File: src/hw/rtl/ciht_if.sv
// Valid/ready channel interfaces for the hash table.
// Depends on nothing.
interface ciht_req_if;
    logic valid;
    logic ready;
    logic [1:0] opcode;
    logic signed [31:0] key;
    logic [31:0] value;
    modport source (output valid, opcode, key, value, input ready);
    modport sink (input valid, opcode, key, value, output ready);
endinterface


File: src/hw/rtl/ciht_front.sv
// Front part: accepts items, computes the bucket and queues them.
// Depends on ciht_pkg and ciht_if.
module ciht_front #(
    parameter int BUCKET_BITS = 8
) (
    input  logic clk,
    input  logic rst_n,
    ciht_req_if.sink req,
    input  logic [3:0] bits_used,
    output logic q_valid,
    input  logic q_pop,
    output logic [1:0] q_op,
    output logic [31:0] q_key,
    output logic [31:0] q_val,
    output logic [BUCKET_BITS-1:0] q_bkt
);
    localparam int QD = 2;
    localparam int W = 2 + 32 + 32 + BUCKET_BITS;
    logic [W-1:0] mem [QD];
    logic [1:0] cnt_reg;
    logic rd_reg;
    logic wr_reg;
    logic [3:0] eb;
    logic [BUCKET_BITS-1:0] bkt;
    logic push;

    always_comb
    begin
        eb = bits_used;
        if (eb == 4'd0) eb = 4'd1;
        if (32'(eb) > BUCKET_BITS) eb = 4'(BUCKET_BITS);
        for (int i = 0; i < BUCKET_BITS; i++)
            bkt[i] = req.key[i] & (i < int'(eb));
    end

    assign req.ready = (cnt_reg < 2'(QD));
    assign push = req.valid && req.ready;
    assign q_valid = (cnt_reg != 2'd0);
    assign {q_op, q_key, q_val, q_bkt} = mem[rd_reg];

    always_ff @(posedge clk)
    begin
        if (push) mem[wr_reg] <= {req.opcode, req.key, req.value, bkt};
    end

    always_ff @(posedge clk or negedge rst_n)
    begin
        if (!rst_n)
        begin
            cnt_reg <= 2'd0;
            rd_reg <= 1'b0;
            wr_reg <= 1'b0;
        end
        else
        begin
            if (push) wr_reg <= ~wr_reg;
            if (q_pop) rd_reg <= ~rd_reg;
            cnt_reg <= cnt_reg + 2'(push) - 2'(q_pop);
        end
    end

    a_nooverflow: assert property (@(posedge clk) disable iff (!rst_n) cnt_reg <= 2'(QD))
        else $error("queue overflow");
    a_popvalid: assert property (@(posedge clk) disable iff (!rst_n) q_pop |-> q_valid)
        else $error("pop from empty queue");
    a_cnt: assert property (@(posedge clk) disable iff (!rst_n)
        (push && !q_pop) |=> cnt_reg == $past(cnt_reg) + 2'd1)
        else $error("queue count mismatch");
endmodule

File: src/flat_wrapper.sv
// flat-port wrapper written by rule: the top's interface ports become plain ports
module ciht_front_flat 
#(
    parameter int BUCKET_BITS = 8
)
  (clk, rst_n, bits_used, q_valid, q_pop, q_op, q_key, q_val, q_bkt, req_valid, req_opcode, req_key, req_value, req_ready);
  ciht_req_if req_i ();
  input  logic clk;
  input  logic rst_n;
  input  logic [3:0] bits_used;
  output logic q_valid;
  input  logic q_pop;
  output logic [1:0] q_op;
  output logic [31:0] q_key;
  output logic [31:0] q_val;
  output logic [BUCKET_BITS-1:0] q_bkt;
  input wire logic [$bits(req_i.valid)-1:0] req_valid;
  input wire logic [$bits(req_i.opcode)-1:0] req_opcode;
  input wire logic [$bits(req_i.key)-1:0] req_key;
  input wire logic [$bits(req_i.value)-1:0] req_value;
  output wire logic [$bits(req_i.ready)-1:0] req_ready;
  assign req_i.valid = req_valid;
  assign req_i.opcode = req_opcode;
  assign req_i.key = req_key;
  assign req_i.value = req_value;
  assign req_ready = req_i.ready;
  ciht_front #(.BUCKET_BITS(BUCKET_BITS)) u_core (.clk(clk), .rst_n(rst_n), .req(req_i), .bits_used(bits_used), .q_valid(q_valid), .q_pop(q_pop), .q_op(q_op), .q_key(q_key), .q_val(q_val), .q_bkt(q_bkt));
endmodule
File: config.mk
export PLATFORM = sky130hd
export DESIGN_NAME = ciht_front_flat
export DESIGN_NICKNAME = d
export VERILOG_FILES = /design/src/hw/rtl/ciht_if.sv /design/src/hw/rtl/ciht_front.sv /design/src/flat_wrapper.sv
export SDC_FILE = /design/constraint.sdc
export NUM_CORES = 1
export LEC_CHECK = 0
export BUFFER_PORTS_ARGS = -buffer_cell sky130_fd_sc_hd__clkbuf_2
export CORE_UTILIZATION = 27
export DETAILED_ROUTE_END_ITERATION = 7
export PLACE_DENSITY_LB_ADDON = 0.1
export SLEW_MARGIN = 10
export SYNTH_ARGS = -nofsm -noshare
export SYNTH_HDL_FRONTEND = slang
export SYNTH_SLANG_ARGS = --single-unit
File: constraint.sdc
create_clock -name clk -period 5.5 [get_ports clk]
set_clock_uncertainty 0.05 [all_clocks]
set_input_delay 0.55 -clock clk [delete_from_list [all_inputs] [get_ports clk]]
set_output_delay 0.55 -clock clk [all_outputs]
set_load 0.01 [all_outputs]
==> results.sh, run 1 <==
export IMPL_wirelength_mm=11.0
export IMPL_post_synth_top_count_cell="edfxtp_1"
export IMPL_wire_per_inst_um=15.5
export IMPL_netlist_top_cells_count="148 x edfxtp_1, 50 x mux2_4, 24 x mux2_2"
export IMPL_synth_top_cell_area_share_pct=76.4
export IMPL_cts_made_buffers=17
export IMPL_io_pins=150
export IMPL_fillers=2079
export IMPL_crit_arrival_ns=2.62
export IMPL_gp_congestion=0.652
export IMPL_dieArea_um2=22100
export IMPL_tritoncts="yes"
export IMPL_path_buf_inv=2
export IMPL_grt_pass1_vias=3077
export IMPL_syn_avg_cell_area_um2=22.4
export IMPL_largest_reg_flops=148
export IMPL_synth_distinct_cells=21
export IMPL_cts_buffer_depth=2
export IMPL_cts_root_buf="clkbuf_16"
export IMPL_tns_ns=0
export IMPL_crit_path_start_kind="flop"
export IMPL_synthFlopType="edfxtp_1"
export IMPL_crit_required_ns=4.90
export IMPL_cts_resized=0
export IMPL_via_per_inst=4.08
export IMPL_grt_overflow=0
export IMPL_drive_above_1_share_pct=59.3
export IMPL_hold_path_class="input port to flop"
export IMPL_period_needed_ns=3.22
export IMPL_ys_seq_elements=152
export IMPL_async_flop_share_pct=2.63
export IMPL_synth_seq_area_share_pct=78.1
export IMPL_cpMaxStageDelayCell="dfrtp_4"
export IMPL_final_area_um2=7470
export IMPL_area_growth_pct=28.4
export IMPL_grt_pass1_wl_mm=16.6
export IMPL_syn_num_nets=336
export IMPL_pwr_density_cell_nw_per_um2=517
export IMPL_dr_first_iter_drc_count=127
export IMPL_htree_num_levels=4
export IMPL_nets=500
export IMPL_drc=0
export IMPL_critPathKind="flop to output pin"
export IMPL_cp_max_fo=53
export IMPL_finalPower_w=0.00386
export IMPL_cp_cell_sequence="buf_4, mux2_2, clkbuf_2"
export IMPL_final_hold_violation_count=0
export IMPL_dr_pass1_iters=4
export IMPL_tightest_slew_ns=0.979
export IMPL_final_max_slew_viol_count=0
export IMPL_rows=53
export IMPL_port_buffers=149
export IMPL_dieWidth_um=149
export IMPL_fmax_mhz=310
export IMPL_antenna_found_initial=0
export IMPL_status="finished, final reports clean"
export IMPL_clock_latency_ns=0.41
export IMPL_dpl_cell_area_um2=6870
export IMPL_ir_worst_vdd_mv=0.205
export IMPL_setup_viol=0
export IMPL_num_antenna_cells=0
export IMPL_yosys_top_cells_area="edfxtp_1 76%, mux2_4 13%, mux2_2 4.6%, dfrtp_1 1.7%, buf_6 1.2%"
export IMPL_slowest_delay_ns=1.04
export IMPL_netlist_area_um2=5820
export IMPL_dr_total_vias=2902
export IMPL_slew_headroom_pct=34.7
export IMPL_cts_num_sinks=152
export IMPL_clk_pin_slew_worst_paths_ns=0.06
export IMPL_rsz0062_at_grt="false"
export IMPL_ant_nets=0
export IMPL_synth_edf_count=148
export IMPL_place_hpwl_mm=6.86
export IMPL_power_leakage_nw=2.93
export IMPL_synthCells=260
export IMPL_grt_max_degree=54
export IMPL_start_util_pct=27.6
export IMPL_end_kind="output pin"
export IMPL_timing_final_crit_share_pct=58.6
export IMPL_grt_usage_pct=10.3
export IMPL_core_area_um2=21100
export IMPL_yosys_area_top_type="edfxtp_1"
export IMPL_max_cap_violations=0
export IMPL_fp_dieH_um=149
export IMPL_critical_path_top_delay_family="flip-flops"
export IMPL_yosysWarnings=0
final timing paths:
path | start | to | slack, ns | depth (start not counted)
worst max-delay path | u_core.rd_reg | q_key[4] | 2.28 | 3
worst min-delay path | req_value[8] | u_core.mem[0][16] | 0.28 | 1
worst max register to register | u_core.cnt_reg[1] | u_core.mem[1][28] | 3.22 | 4
worst min register to register | u_core.cnt_reg[1] | u_core.cnt_reg[1] | 0.46 | 1
max in group asynchronous | rst_n | u_core.rd_reg | 4.82 | 2
min in group asynchronous | rst_n | u_core.cnt_reg[0] | 0.43 | 2
worst reg2reg max path, cell delays in order, from the launching register on:
cell      delay [ns]
dfrtp_1         0.41
nand2b_1        0.23
inv_1           0.12
and2_4          0.50
buf_4           0.59
logic make-up (layout without fill, tap and decap cells):
group | after synthesis | in the layout | share of synthesized area [%]
AO/OA/AOI/OAI | 7 | 7 | 0.860
XOR/XNOR | 4 | 4 | 0.602
adder cells (fa/ha/maj) | 2 | 2 | 0.430
buffers and inverters | 13 | 190 | 1.66
flip-flops | 152 | 152 | 78.1
multiplexers | 74 | 74 | 17.6
AND/OR/NAND/NOR | 8 | 8 | 0.774
metrics by stage:
| step | instances | util (%) | hold WS (ns) | worst slack [ns] |
|---|---|---|---|---|
| after floorplan | 260 | - | 0.204 | 1.20 |
| after global placement | 679 | 32.6 | 0.320 | 2.69 |
| after detailed placement | 679 | 32.6 | 0.318 | 2.67 |
| after CTS | 712 | 35.4 | 0.248 | 2.21 |
| after global routing | 712 | 35.4 | 0.251 | 2.14 |
| final | 712 | 35.4 | 0.276 | 2.28 |
layer usage:
| metal | up-vias | global-route usage (%) | wire length, um | share of wire [%] |
|---|---|---|---|---|
| li1 | 1356 | - | - | - |
| met1 | 1436 | 12.3 | 4920 | 45 |
| met2 | 101 | 16.2 | 5100 | 46 |
| met3 | 9 | 4.65 | 892 | 8.1 |
| met4 | 0 | 3.67 | 123 | 1.1 |
| met5 | - | 0 | 0 | 0 |
placed cells by master (no fill, tap or decap), drive strengths merged, types with 2 or more instances in the layout:
master    n
clkbuf  168
edfxtp  148
mux2     74
clkinv    9
inv       5
buf       4
dfrtp     4
xnor2     3
nor2b     3
o21a      3
bufinv    3
ha        2
and2      2
final cells by class:
| cell class | count | area (um^2) | area share, % |
|---|---|---|---|
| flip-flops and latches | 152 | 4550 | 60.9 |
| multi-input cells | 95 | 1190 | 15.9 |
| repair buffers | 154 | 786 | 10.5 |
| clock buffers | 19 | 433 | 5.80 |
| well taps | 275 | 344 | 4.61 |
| clock inverters | 13 | 154 | 2.06 |
| inverters | 4 | 15.0 | 0.201 |
repair_timing:
item,in CTS,in global routing
buffers inserted,0,0
endpoints found under the hold margin,4,0
hold buffers,1,0
report_power, final:
group	internal [W]	switching, W
combinational	0.000545	0.000485
sequential	0.00153	0.000151
clock	0.000711	0.000444
(Power assumes the default switching activity.)
==> run 2, diff against run 1 <==
ABC_AREA = 1   (was unset)
clock period = 3.1 ns   (was 5.5 ns; I/O delays follow)
==> run 2 against run 1 <==
  * Sequential cell count unchanged
  * Count of clock-buffer cells in the layout stayed put
  * Global-route usage increased by 0.68 points
  * Design area down 0.12%
  * Sequential power rose by 74%
  * Die area is 0.87% lower
  * Via count rose by 20%
  * Power grew 75%
  * First-iteration DRC count is 4.7% higher
  * Cell count up 23%
  * Combinational power up 75%
  * Synthesized area shrank 0.88%
  * Critical endpoint is now q_val[27]
  * Largest power group unchanged
==> results.sh, run 2 <==
export IMPL_status="finished, final reports clean"
export IMPL_cts_made_buffers=17
export IMPL_wirelength_mm=11.4
export IMPL_layout_commonest_cell="clkbuf_2"
export IMPL_post_synth_top_count_cell="edfxtp_1"
export IMPL_most_common_layout_cells="149 x clkbuf_2, 148 x edfxtp_1, 85 x inv_1, 85 x nand2_1, 75 x o21ai_0"
export IMPL_via_per_inst=3.96
export IMPL_slowest_delay_ns=0.79
export IMPL_grt_max_degree=62
export IMPL_cts_buffer_depth=2
export IMPL_wire_per_inst_um=13.0
export IMPL_post_cts_setup_buffers=0
export IMPL_rows=53
export IMPL_clock_latency_ns=0.41
export IMPL_dr_first_iter_drc_count=133
export IMPL_port_buffers=149
export IMPL_cpMaxStageDelayCell="dfrtp_4"
export IMPL_stdcell_count=878
export IMPL_num_antenna_cells=0
export IMPL_dr_max_layer_used="met4"
export IMPL_yosysWarnings=0
export IMPL_synth_edf_count=148
export IMPL_crit_required_ns=2.74
export IMPL_cts_resized=0
export IMPL_end_kind="output pin"
export IMPL_tritoncts="yes"
export IMPL_yosys_area_share_adder_pct=0.434
export IMPL_clk_pin_slew_worst_paths_ns=0.06
export IMPL_dr_total_vias=3474
export IMPL_timing_final_crit_share_pct=74.6
export IMPL_yosys_top_cells_area="edfxtp_1 77%, o21ai_0 6.5%, inv_1 5.5%, nand2_1 5.5%, dfrtp_1 1.7%"
export IMPL_synth_distinct_cells=13
export IMPL_synthXorXnorAreaFrac_pct=0.304
export IMPL_antenna_found_initial=0
export IMPL_cts_root_buf="clkbuf_16"
export IMPL_muxShareOfSynthArea_pct=0
export IMPL_dr_wl_met3_um=660
export IMPL_syn_num_nets=507
export IMPL_cp_cell_sequence="buf_4, nand2_1, o21ai_0, clkbuf_2"
export IMPL_dieArea_um2=21900
export IMPL_synth_simple_gate_area_share_pct=6.32
export IMPL_final_area_um2=7460
export IMPL_synth_compound_area_share_pct=6.77
export IMPL_path_buf_inv=2
export IMPL_ir_worst_vdd_mv=0.362
export IMPL_fmax_mhz=432
export IMPL_rsz0062_at_grt="false"
export IMPL_wl_met2_mm=5.57
export IMPL_period_needed_ns=2.31
export IMPL_fp_dieH_um=148
export IMPL_largest_reg_flops=148
export IMPL_synthFlopType="edfxtp_1"
export IMPL_crit_path_start_kind="flop"
export IMPL_dr_pass1_iters=6
export IMPL_dp_cells=845
export IMPL_setup_ws_ns=0.787
export IMPL_tightest_slew_ns=0.681
export IMPL_final_hold_violation_count=0
export IMPL_critical_path_top_delay_family="flip-flops"
export IMPL_final_max_slew_viol_count=0
export IMPL_async_flop_share_pct=2.63
export IMPL_m1WireLength_mm=4.96
export IMPL_dpl_cell_area_um2=6860
export IMPL_dieWidth_um=148
export IMPL_synth_top_family_by_area="buffers and inverters"
export IMPL_pwr_density_cell_nw_per_um2=908
export IMPL_core_area_um2=21000
export IMPL_htree_num_levels=4
export IMPL_hold_buffers=1
export IMPL_crit_arrival_ns=1.95
export IMPL_area_growth_pct=29.3
export IMPL_drive_above_1_share_pct=31.2
export IMPL_hold_path_class="input port to flop"
export IMPL_setup_viol=0
export IMPL_critPathKind="flop to output pin"
export IMPL_grt_overflow=0
export IMPL_power_leakage_nw=3.17
export IMPL_ys_seq_elements=152
export IMPL_start_util_pct=27.5
export IMPL_cp_max_fo=61
export IMPL_synth_seq_area_share_pct=78.8
export IMPL_grt_usage_pct=10.9
export IMPL_gp_congestion=0.702
export IMPL_post_route_util_pct=35.6
export IMPL_drc=0
export IMPL_nets=666
export IMPL_yosys_area_top_type="edfxtp_1"
export IMPL_cts_num_sinks=152
export IMPL_pre_cts_slack_ns=1.15
export IMPL_syn_avg_cell_area_um2=13.4
export IMPL_synth_top_cell_area_share_pct=77.1
export IMPL_synthCells=431
export IMPL_ant_nets=0
export IMPL_grt_pass1_vias=3326
export IMPL_netlist_area_um2=5770
export IMPL_max_cap_violations=0
export IMPL_place_hpwl_mm=7.69
export IMPL_finalPower_w=0.00677
export IMPL_netlist_top_cells_count="148 x edfxtp_1, 85 x inv_1, 85 x nand2_1"
export IMPL_io_pins=150
export IMPL_grt_pass1_wl_mm=17.7
export IMPL_slew_headroom_pct=54.6
[run 2: worst paths after layout]
check	start	endpoint	slack (ns)	cells after the start
max	u_core.rd_reg	q_val[27]	0.79	4
min	req_value[7]	u_core.mem[1][15]	0.04	1
max reg2reg	u_core.cnt_reg[1]	u_core.mem[0][64]	1.22	4
min reg2reg	u_core.cnt_reg[1]	u_core.cnt_reg[1]	0.52	3
max in group asynchronous	rst_n	u_core.rd_reg	2.67	2
min in group asynchronous	rst_n	u_core.cnt_reg[1]	0.19	2
[run 2: worst reg2reg max path: stages, from the launching register on]
cell	delay (ns)
dfrtp_1	0.37
inv_1	0.10
nand2_1	0.17
nor2_4	0.53
buf_4	0.34
[run 2: cell families (layout without fill, tap and decap cells)]
kind of cell	after synthesis	count (layout)
flip-flops	152	152
buffers and inverters	102	274
AND/OR/NAND/NOR	96	96
AO/OA/AOI/OAI	77	77
adder cells (fa/ha/maj)	2	2
XOR/XNOR	2	2
[run 2: metrics by stage]
step | setup TNS [ns] | hold slack (ns)
after floorplan | -174.56 | -0.0356
after global placement | 0 | 0.0760
after detailed placement | 0 | 0.0741
after CTS | 0 | 0.0108
after global routing | 0 | 0.0112
final | 0 | 0.0352
[run 2: cell type report]
class                   count  area [um^2]
clock buffers              19          433
clock inverters            13          155
fillers                  2114        13500
inverters                  85          319
multi-input cells         177          812
flip-flops and latches    152         4550
well taps                 275          344
repair buffers            157          846
[run 2: metal layers]
layer | GRT usage, % | vias up
li1 | - | 1761
met1 | 13.1 | 1609
met2 | 17.8 | 91
met3 | 3.34 | 13
met4 | 5.41 | 0
met5 | 0 | -
[run 2: where the power goes]
| part | switching [W] | internal (W) |
|---|---|---|
| Sequential | 0.000192 | 0.00274 |
| Combinational | 0.00116 | 0.000642 |
| Clock | 0.000781 | 0.00126 |
| Total | 0.00213 | 0.00464 |
